===== config.mk =====
export PLATFORM = sky130hd
export DESIGN_NAME = clipped_colorkey_blit
export DESIGN_NICKNAME = d
export VERILOG_FILES = /design/src/hw/rtl/ccb_pkg.sv /design/src/hw/rtl/clipped_colorkey_blit.sv /design/src/hw/rtl/ccb_axis.sv
export SDC_FILE = /design/constraint.sdc
export NUM_CORES = 2
export LEC_CHECK = 0
export BUFFER_PORTS_ARGS = -buffer_cell sky130_fd_sc_hd__buf_2
export CAP_MARGIN = 20
export CORE_MARGIN = 1.5
export CORE_UTILIZATION = 45
export CTS_CLUSTER_SIZE = 14
export DETAILED_ROUTE_END_ITERATION = 10
export PLACE_DENSITY = 0.73
export SLEW_MARGIN = 20
export SYNTH_ARGS = -nofsm -noshare
export SYNTH_HDL_FRONTEND = slang
export SYNTH_SLANG_ARGS = --single-unit

===== constraint.sdc =====
create_clock -name clk -period 8.1 [get_ports clk]
set_input_delay 1.215 -clock clk [delete_from_list [all_inputs] [get_ports clk]]
set_output_delay 1.215 -clock clk [all_outputs]
set_load 0.02 [all_outputs]

===== src/hw/rtl/ccb_pkg.sv =====
// Shared constants, types and helpers for the clipped color-key blit.
package ccb_pkg;

	// Coordinate and address geometry
	localparam int COORD_BITS   = 16;
	localparam int ADDRESS_BITS = 32;
	localparam int HALF_BITS    = 16;   // register half-field spacing
	localparam int PIX_BITS     = 15;   // pixel_x / pixel_y width
	localparam int IDX_BITS     = 8;
	localparam int CFG_IDX_BITS = 4;
	localparam int CFG_DATA_BITS = 64;

	// Working width for clipped coordinates; holds every intermediate sum
	localparam int CW = (COORD_BITS + 4 > 18) ? COORD_BITS + 4 : 18;
	// Width of row * pitch product
	localparam int PW = CW - 1 + HALF_BITS;

	// Configuration register indexes
	typedef enum logic [CFG_IDX_BITS-1:0] {
		REG_SRC_ORIGIN = 4'd0,
		REG_SRC_EXTENT = 4'd1,
		REG_DST_ORIGIN = 4'd2,
		REG_SRC_SIZE   = 4'd3,
		REG_CLIP       = 4'd4,
		REG_DST_SIZE   = 4'd5,
		REG_PITCH      = 4'd6,
		REG_KEY        = 4'd7
	} cfg_reg_t;

	// Per-axis configuration, already extended to working width
	typedef struct packed {
		logic signed [CW-1:0] org;      // source rectangle origin
		logic signed [CW-1:0] ext;      // source rectangle size
		logic signed [CW-1:0] dorg;     // requested destination origin
		logic signed [CW-1:0] src_size; // source surface size
		logic signed [CW-1:0] corg;     // clip origin
		logic signed [CW-1:0] cext;     // clip size
		logic signed [CW-1:0] dst_size; // destination surface size
	} axis_cfg_t;

	// Per-axis clipped window plus the pixel coordinate riding along
	typedef struct packed {
		logic signed [CW-1:0] s;        // clipped source start
		logic signed [CW-1:0] w;        // clipped size
		logic signed [CW-1:0] d;        // clipped destination start
		logic signed [CW-1:0] o;        // configured destination origin
		logic [PIX_BITS-1:0]  p;        // pixel coordinate
	} axis_t;

	// Sign-extend a coordinate field to working width
	function automatic logic signed [CW-1:0] sext_c(input logic [COORD_BITS-1:0] v);
		return CW'(signed'(v));
	endfunction

	// Zero-extend a coordinate field to working width
	function automatic logic signed [CW-1:0] zext_c(input logic [COORD_BITS-1:0] v);
		return signed'({{(CW-COORD_BITS){1'b0}}, v});
	endfunction

	// Saturate to signed 16 bits
	function automatic logic [15:0] sat16(input logic signed [CW-1:0] v);
		logic signed [CW-1:0] hi;
		logic signed [CW-1:0] lo;
		hi = CW'(32767);
		lo = -CW'(32768);
		if (v > hi) begin
			return 16'h7FFF;
		end else if (v < lo) begin
			return 16'h8000;
		end
		return v[15:0];
	endfunction

	// Saturate to unsigned 15 bits
	function automatic logic [14:0] sat15(input logic signed [CW-1:0] v);
		logic signed [CW-1:0] hi;
		hi = CW'(32767);
		if (v < 0) begin
			return 15'd0;
		end else if (v > hi) begin
			return 15'h7FFF;
		end
		return v[14:0];
	endfunction

endpackage


===== src/hw/rtl/clipped_colorkey_blit.sv =====
// Top level of the clipped color-key blit: config registers and pixel pipeline.
//
// One pixel word is taken in every clock (busy never rises) and its result
// word appears on the result ports after the seven register stages, held for
// exactly one cycle and marked by result_valid. The stages are four of
// per-axis clipping, one window test, one row-times-pitch multiply and one
// address add. The receiver cannot stall the pipeline.
// Configuration writes are always ready and must only be issued while no
// pixel is in flight.
module clipped_colorkey_blit (
	input  logic                              clk,
	input  logic                              arst_n,
	// configuration write channel
	input  logic                              cfg_valid,
	output logic                              cfg_ready,
	input  logic [ccb_pkg::CFG_IDX_BITS-1:0]  cfg_index,
	input  logic [ccb_pkg::CFG_DATA_BITS-1:0] cfg_data,
	// pixel command
	input  logic                              start,
	output logic                              busy,
	input  logic [ccb_pkg::PIX_BITS-1:0]      pixel_x,
	input  logic [ccb_pkg::PIX_BITS-1:0]      pixel_y,
	input  logic [ccb_pkg::IDX_BITS-1:0]      pixel_index,
	// result
	output logic                              result_valid,
	output logic                              write_enable,
	output logic [ccb_pkg::ADDRESS_BITS-1:0]  dest_address,
	output logic [ccb_pkg::IDX_BITS-1:0]      write_value,
	output logic signed [15:0]                written_x,
	output logic signed [15:0]                written_y,
	output logic [14:0]                       written_width,
	output logic [14:0]                       written_height
);
	import ccb_pkg::*;

	localparam int LAT = 7;

	// Configuration registers
	logic [31:0] src_org_q, src_ext_q, dst_org_q, src_size_q, dst_size_q;
	logic [63:0] clip_q;
	logic [15:0] pitch_q;
	logic [8:0]  key_q;

	assign cfg_ready = 1'b1;
	assign busy      = 1'b0;

	always_ff @(posedge clk or negedge arst_n) begin
		if (!arst_n) begin
			src_org_q  <= '0;
			src_ext_q  <= '0;
			dst_org_q  <= '0;
			src_size_q <= '0;
			clip_q     <= '0;
			dst_size_q <= '0;
			pitch_q    <= '0;
			key_q      <= '0;
		end else if (cfg_valid && cfg_ready) begin
			case (cfg_index)
				REG_SRC_ORIGIN: src_org_q  <= cfg_data[31:0];
				REG_SRC_EXTENT: src_ext_q  <= cfg_data[31:0];
				REG_DST_ORIGIN: dst_org_q  <= cfg_data[31:0];
				REG_SRC_SIZE:   src_size_q <= cfg_data[31:0];
				REG_CLIP:       clip_q     <= cfg_data;
				REG_DST_SIZE:   dst_size_q <= cfg_data[31:0];
				REG_PITCH:      pitch_q    <= cfg_data[15:0];
				REG_KEY:        key_q      <= cfg_data[8:0];
				default: begin
				end
			endcase
		end
	end

	// Per-axis views of the configuration
	axis_cfg_t cfg_x, cfg_y;

	assign cfg_x.org      = sext_c(src_org_q[HALF_BITS +: COORD_BITS]);
	assign cfg_x.ext      = sext_c(src_ext_q[HALF_BITS +: COORD_BITS]);
	assign cfg_x.dorg     = sext_c(dst_org_q[HALF_BITS +: COORD_BITS]);
	assign cfg_x.src_size = zext_c(src_size_q[HALF_BITS +: COORD_BITS]);
	assign cfg_x.corg     = sext_c(clip_q[3*HALF_BITS +: COORD_BITS]);
	assign cfg_x.cext     = sext_c(clip_q[HALF_BITS +: COORD_BITS]);
	assign cfg_x.dst_size = zext_c(dst_size_q[HALF_BITS +: COORD_BITS]);

	assign cfg_y.org      = sext_c(src_org_q[0 +: COORD_BITS]);
	assign cfg_y.ext      = sext_c(src_ext_q[0 +: COORD_BITS]);
	assign cfg_y.dorg     = sext_c(dst_org_q[0 +: COORD_BITS]);
	assign cfg_y.src_size = zext_c(src_size_q[0 +: COORD_BITS]);
	assign cfg_y.corg     = sext_c(clip_q[2*HALF_BITS +: COORD_BITS]);
	assign cfg_y.cext     = sext_c(clip_q[0 +: COORD_BITS]);
	assign cfg_y.dst_size = zext_c(dst_size_q[0 +: COORD_BITS]);

	// Stages 1-4: clipping per axis
	axis_t ax, ay;

	ccb_axis u_axis_x (
		.clk (clk),
		.cfg (cfg_x),
		.pix (pixel_x),
		.res (ax)
	);

	ccb_axis u_axis_y (
		.clk (clk),
		.cfg (cfg_y),
		.pix (pixel_y),
		.res (ay)
	);

	// Valid bits, one per stage
	logic [LAT-1:0] vld_q;

	always_ff @(posedge clk or negedge arst_n) begin
		if (!arst_n) begin
			vld_q <= '0;
		end else begin
			vld_q <= {vld_q[LAT-2:0], start && !busy};
		end
	end

	// Pixel index rides alongside the axis stages
	logic [IDX_BITS-1:0] idx_s1, idx_s2, idx_s3, idx_s4;

	always_ff @(posedge clk) begin
		idx_s1 <= pixel_index;
		idx_s2 <= idx_s1;
		idx_s3 <= idx_s2;
		idx_s4 <= idx_s3;
	end

	// Stage 5: window test, destination row/column, written rectangle
	logic signed [CW-1:0] px_e, py_e;
	logic                 nonempty, in_win;

	assign px_e     = signed'(CW'(ax.p));
	assign py_e     = signed'(CW'(ay.p));
	assign nonempty = (ax.w > 0) && (ay.w > 0);
	assign in_win   = nonempty
		&& (px_e >= ax.s) && (px_e < ax.s + ax.w)
		&& (py_e >= ay.s) && (py_e < ay.s + ay.w);

	logic                 in_s5, we_s5;
	logic [CW-2:0]        row_s5, col_s5;
	logic [IDX_BITS-1:0]  idx_s5;
	logic [15:0]          wx_s5, wy_s5;
	logic [14:0]          ww_s5, wh_s5;

	logic signed [CW-1:0] row_c, col_c;

	assign row_c = ay.d + (py_e - ay.s);
	assign col_c = ax.d + (px_e - ax.s);

	always_ff @(posedge clk) begin
		in_s5  <= in_win;
		we_s5  <= in_win && !(key_q[8] && (key_q[7:0] == idx_s4));
		row_s5 <= row_c[CW-2:0];
		col_s5 <= col_c[CW-2:0];
		idx_s5 <= idx_s4;
		if (nonempty) begin
			wx_s5 <= sat16(ax.d);
			wy_s5 <= sat16(ay.d);
			ww_s5 <= sat15(ax.w);
			wh_s5 <= sat15(ay.w);
		end else begin
			wx_s5 <= 16'(ax.o);
			wy_s5 <= 16'(ay.o);
			ww_s5 <= '0;
			wh_s5 <= '0;
		end
	end

	// Stage 6: row times pitch
	logic [PW-1:0]       prod_s6;
	logic [CW-2:0]       col_s6;
	logic                in_s6, we_s6;
	logic [IDX_BITS-1:0] idx_s6;
	logic [15:0]         wx_s6, wy_s6;
	logic [14:0]         ww_s6, wh_s6;

	always_ff @(posedge clk) begin
		prod_s6 <= PW'(row_s5) * PW'(pitch_q);
		col_s6  <= col_s5;
		in_s6   <= in_s5;
		we_s6   <= we_s5;
		idx_s6  <= idx_s5;
		wx_s6   <= wx_s5;
		wy_s6   <= wy_s5;
		ww_s6   <= ww_s5;
		wh_s6   <= wh_s5;
	end

	// Stage 7: add column, gate address outside the window
	logic [PW-1:0]           sum_c;
	logic [ADDRESS_BITS-1:0] addr_s7;
	logic                    we_s7;
	logic [IDX_BITS-1:0]     idx_s7;
	logic [15:0]             wx_s7, wy_s7;
	logic [14:0]             ww_s7, wh_s7;

	assign sum_c = prod_s6 + PW'(col_s6);

	always_ff @(posedge clk) begin
		addr_s7 <= in_s6 ? sum_c[ADDRESS_BITS-1:0] : '0;
		we_s7   <= we_s6;
		idx_s7  <= idx_s6;
		wx_s7   <= wx_s6;
		wy_s7   <= wy_s6;
		ww_s7   <= ww_s6;
		wh_s7   <= wh_s6;
	end

	// Result word
	assign result_valid   = vld_q[LAT-1];
	assign write_enable   = we_s7;
	assign dest_address   = addr_s7;
	assign write_value    = idx_s7;
	assign written_x      = signed'(wx_s7);
	assign written_y      = signed'(wy_s7);
	assign written_width  = ww_s7;
	assign written_height = wh_s7;

endmodule


===== src/hw/rtl/ccb_axis.sv =====
// Four-stage clipping pipeline for one axis: source surface, then clip window.
module ccb_axis (
	input  logic                          clk,
	input  ccb_pkg::axis_cfg_t            cfg,
	input  logic [ccb_pkg::PIX_BITS-1:0]  pix,
	output ccb_pkg::axis_t                res
);
	import ccb_pkg::*;

	logic signed [CW-1:0] s_s1, w_s1, d_s1, o_s1, c0_s1, c1r_s1;
	logic [PIX_BITS-1:0]  p_s1;
	logic signed [CW-1:0] s_s2, w_s2, d_s2, o_s2, c0_s2, c1_s2;
	logic [PIX_BITS-1:0]  p_s2;
	logic signed [CW-1:0] s_s3, w_s3, d_s3, o_s3, c1_s3;
	logic [PIX_BITS-1:0]  p_s3;
	logic signed [CW-1:0] s_s4, w_s4, d_s4, o_s4;
	logic [PIX_BITS-1:0]  p_s4;

	logic signed [CW-1:0] c1_raw;
	logic signed [CW-1:0] dd;

	assign c1_raw = cfg.corg + cfg.cext;
	assign dd     = c0_s2 - d_s2;

	// S1: negative source origin moves the destination; clip window low edge
	always_ff @(posedge clk) begin
		if (cfg.org < 0) begin
			s_s1 <= '0;
			w_s1 <= cfg.ext + cfg.org;
			d_s1 <= cfg.dorg - cfg.org;
		end else begin
			s_s1 <= cfg.org;
			w_s1 <= cfg.ext;
			d_s1 <= cfg.dorg;
		end
		c0_s1  <= (cfg.corg < 0) ? '0 : cfg.corg;
		c1r_s1 <= c1_raw;
		o_s1   <= cfg.dorg;
		p_s1   <= pix;
	end

	// S2: trim to source surface; clamp clip high edge to destination surface
	always_ff @(posedge clk) begin
		w_s2  <= (s_s1 + w_s1 > cfg.src_size) ? cfg.src_size - s_s1 : w_s1;
		c1_s2 <= (c1r_s1 > cfg.dst_size) ? cfg.dst_size : c1r_s1;
		s_s2  <= s_s1;
		d_s2  <= d_s1;
		c0_s2 <= c0_s1;
		o_s2  <= o_s1;
		p_s2  <= p_s1;
	end

	// S3: destination left of the clip edge
	always_ff @(posedge clk) begin
		if (d_s2 < c0_s2) begin
			s_s3 <= s_s2 + dd;
			w_s3 <= w_s2 - dd;
			d_s3 <= c0_s2;
		end else begin
			s_s3 <= s_s2;
			w_s3 <= w_s2;
			d_s3 <= d_s2;
		end
		c1_s3 <= c1_s2;
		o_s3  <= o_s2;
		p_s3  <= p_s2;
	end

	// S4: destination past the clip far edge
	always_ff @(posedge clk) begin
		w_s4 <= (d_s3 + w_s3 > c1_s3) ? c1_s3 - d_s3 : w_s3;
		s_s4 <= s_s3;
		d_s4 <= d_s3;
		o_s4 <= o_s3;
		p_s4 <= p_s3;
	end

	assign res.s = s_s4;
	assign res.w = w_s4;
	assign res.d = d_s4;
	assign res.o = o_s4;
	assign res.p = p_s4;

endmodule


==> results_tabular.tex <==
\begin{tabular}{lr}
\hline
Metric & Value \\
\hline
\multicolumn{2}{l}{\textbf{STA}} \\
Slew Limit Headroom & 22.5\% \\
Final period demand of the worst path & 6.72 ns \\
Setup repair after global routing missed its margin & no \\
Count of endpoints failing setup in the final report & 0 \\
Setup clock skew after layout & 0.0313 ns \\
Highest Clock Rate & 0.149 GHz \\
Final sum of negative setup slack & 0 ns \\
Final period utilization & 83.0\% \\
Post-route setup slack & 1.38 ns \\
Hold violation total from the final report & 0 \\
Slew @ Worst Pin & 1.15 ns \\
Max-slew violation total from the final report & 0 \\
\multicolumn{2}{l}{\textbf{Global route}} \\
Global-route wire length before repair & 283000 um \\
Global route overflow & 0 \\
Maximum number of pins on one net before global-route repair & 78 \\
All-Layer GR Usage & 22.3\% \\
Via count of the first global-routing pass & 51700 \\
Number of antenna violations at the first check in global routing & 26 \\
\multicolumn{2}{l}{\textbf{Detailed routing}} \\
Routed vias & 50500 \\
Final WL & 182000 um \\
\# DRC & 0 \\
Vias per Instance & 5.25 \\
Detailed-router iteration count before antenna repair & 6 \\
Detailed router's first-iteration violation count & 3574 \\
Post-detailed-route count of antenna-violating nets & 0 \\
Average detailed-routed wire length per instance & 18.9 um \\
\multicolumn{2}{l}{\textbf{Placed design}} \\
Placed cells & 9335 \\
Final GP Congestion & 0.947 \\
DP Wirelength & 143000 um \\
Worst setup slack before clock tree synthesis & 1.55 ns \\
Placed Area & 0.0759 mm2 \\
\# port buffers & 213 \\
\multicolumn{2}{l}{\textbf{Synthesis}} \\
Sequential area share after synthesis & 42.3\% \\
EDFF count, synth & 0 \\
Synthesized netlist cell count & 7096 \\
Ys Warns & 0 \\
Avg Cell Area, Syn & 10.2 um2 \\
Prevailing post-synth register cell & dfxtp\_1 \\
Post-synth cell types & 85 \\
Yosys reg bits & 1468 \\
Async SR Flop Fraction & 17.4\% \\
Post-Syn Area & 0.0725 mm2 \\
\multicolumn{2}{l}{\textbf{Worst setup path}} \\
Required @ worst endpoint & 8.81 ns \\
Crit path kind & flop to flop \\
Highest net fanout along the worst path & 16 \\
Startpoint kind of the worst setup timing path & flop \\
Arrival time at the worst endpoint & 7.43 ns \\
CP endpoint kind & flop \\
\multicolumn{2}{l}{\textbf{Clock network}} \\
Cts bufs inserted & 155 \\
Clk slew on worst S/H paths & 0.06 ns \\
CTS tree & yes \\
CTS Sinks & 1468 \\
Hold bufs inserted after CTS & 0 \\
Maximum buffer depth of the clock tree & 3 \\
Resize count post-CTS & 0 \\
Root Driver & clkbuf\_16 \\
Clock latency at the later pin of the worst-skew pair & 0.81 ns \\
Number of H-tree levels & 4 \\
Number of post-CTS setup repair buffers & 0 \\
\multicolumn{2}{l}{\textbf{Floorplanning}} \\
Rows & 147 \\
Area inside the core boundary & 0.160 mm2 \\
Initial core utilization & 45.2\% \\
Total I/O pin count & 216 \\
Horizontal die dimension & 404 um \\
Floorplan die area & 0.164 mm2 \\
Die extent in y & 404 um \\
\multicolumn{2}{l}{\textbf{Cells and area}} \\
Cell Count, Final, Fillers Out & 9627 \\
Synth-to-layout area growth & 11.9\% \\
Proportion of layout cells with a drive suffix above 1 & 12.1\% \\
Post-layout instance area & 0.0811 mm2 \\
Net count, final & 8428 \\
\multicolumn{2}{l}{\textbf{Job}} \\
Max-Cap Viols & 0 \\
\multicolumn{2}{l}{\textbf{Hold path}} \\
Hold WC Path Type & flop to flop \\
\multicolumn{2}{l}{\textbf{Status}} \\
Outcome & finished clean \\
\hline
\end{tabular}
==> critical path: stages (launching register included) <==
cell and delay (ns):
dfxtp_1 0.85, nand2_1 0.19, fa_1 0.54, fa_1 0.48
fa_1 0.57, inv_1 0.07, fa_1 0.50, fa_1 0.50
inv_1 0.05, fa_1 0.48, inv_1 0.05, ha_1 0.35
a21oi_1 0.18, o22ai_1 0.10, nor3_1 0.19, o22a_1 0.32
nor4_1 0.11, or4_1 0.50, a31o_2 0.25, a21oi_1 0.19
xnor2_1 0.14
==> Yosys cell counts, types with 10 or more instances <==
cell          n  area share, %
a2111oi_0    11           0.13
a211o_1      19           0.23
a211oi_1     35           0.36
a21boi_0     16           0.17
a21o_1      136            1.4
a21oi_1     289            2.0
a31o_2       16           0.19
a31oi_1      40           0.35
and2_1      186            1.6
and3_1       53           0.46
buf_1        10          0.052
clkbuf_1    140           0.72
dfrtp_1     256            8.8
dfxtp_1    1212             33
fa_1        287            7.9
ha_1        699             12
inv_1       828            4.3
mux2_2      343            5.3
mux2i_1      16           0.22
nand2_1     507            2.6
nand2b_1     60           0.52
nand3_1      96           0.66
nand3b_1     15           0.16
nand4_1      28           0.24
nor2_1      343            1.8
nor2b_1     107           0.92
nor3_1      118           0.81
nor3b_1      12           0.12
nor4_1       20           0.17
o2111ai_1    14           0.17
o211ai_1     29           0.30
o21a_1       70           0.72
o21ai_0     367            2.5
o21bai_1     79           0.82
o31ai_1      37           0.38
o41ai_1      12           0.14
or2_2        13           0.11
or3_1        39           0.34
or4_1        10           0.10
xnor2_1     259            3.1
xor2_1      128            1.5
==> layout by cell type, fill, tap and decap left out, types with 70 or more instances in the layout <==
cell type / Yosys / layout
a21o_1: 136 / 135
a21oi_1: 289 / 289
and2_1: 186 / 186
buf_2: 6 / 212
clkbuf_16: 0 / 158
dfrtp_1: 256 / 255
dfxtp_1: 1212 / 1212
fa_1: 287 / 287
ha_1: 699 / 699
inv_1: 828 / 828
mux2_2: 343 / 343
nand2_1: 507 / 507
nand3_1: 96 / 96
nor2_1: 343 / 343
nor2b_1: 107 / 107
nor3_1: 118 / 115
o21a_1: 70 / 70
o21ai_0: 367 / 367
o21bai_1: 79 / 79
xnor2_1: 259 / 259
xor2_1: 128 / 128
==> stage by stage <==
step           hold WS [ns]  utilization, %
2_1_floorplan         0.310               -
3_3_place_gp          0.310            47.4
5_1_grt               0.325            50.6
4_1_cts               0.308            50.6
3_5_place_dp          0.312            47.4
6_report              0.306            50.6
==> logic make-up after synthesis <==
| logic type | count (synthesis) | synth area share, % |
|---|---|---|
| multiplexers | 367 | 5.72 |
| AND/OR/NAND/NOR | 1628 | 10.9 |
| other | 2 | 0.0104 |
| XOR/XNOR | 387 | 4.68 |
| adder cells (fa/ha/maj) | 986 | 20.0 |
| AO/OA/AOI/OAI | 1266 | 11.2 |
| flip-flops | 1468 | 42.3 |
| buffers and inverters | 992 | 5.21 |
==> area by class of cell <==
cell class | count | area [um2]
Fill cell | 14300 | 79100
Antenna cell | 6 | 15.0
Timing Repair Buffer | 239 | 1270
Clock inverter | 65 | 777
Tap cell | 2160 | 2700
Sequential cell | 1468 | 30700
Clock buffer | 221 | 4460
Multi-Input combinational cell | 4640 | 38100
Inverter | 828 | 3110
==> sequential cells by signal (all words and copies together) (netlist names), 18 cells and up <==
register,flops
clip_q,64
dest_address,32
dst_org_q,32
dst_size_q,32
prod_s6,32
src_ext_q,32
src_org_q,32
src_size_q,32
u_axis_x.s_s3,20
u_axis_x.s_s4,20
u_axis_x.w_s3,20
u_axis_x.w_s4,20
u_axis_y.s_s3,20
u_axis_y.s_s4,20
u_axis_y.w_s3,20
u_axis_y.w_s4,20
col_s5,19
col_s6,19
row_s5,19
u_axis_x.w_s2,18
u_axis_y.w_s2,18
==> routing by layer <==
layer  share of wire, %  track usage [%]  wire, um
met5              0.021                0        39
met4                4.0             9.18      7240
met3                4.9             3.21      8860
met2                 46             36.5     83400
met1                 45             29.4     82700
==> worst paths after layout <==
path	startpoint	end	slack [ns]	cells after the start
max reg2reg	row_s5[13]$_DFF_P_	prod_s6[30]$_DFF_P_	1.38	20
max in group asynchronous	arst_n	src_ext_q[0]$_DFFE_PN0P_	6.01	3
max	row_s5[13]$_DFF_P_	prod_s6[30]$_DFF_P_	1.38	20
min reg2reg	u_axis_y.s_s3[5]$_DFF_P_	u_axis_y.s_s4[5]$_DFF_P_	0.31	0
min	u_axis_y.s_s3[5]$_DFF_P_	u_axis_y.s_s4[5]$_DFF_P_	0.31	0
min in group asynchronous	arst_n	dst_org_q[30]$_DFFE_PN0P_	0.36	1
Power is left out: the tool's default activity adds up to more than one toggle a clock period on the data nets, which glitch-free logic cannot reach.
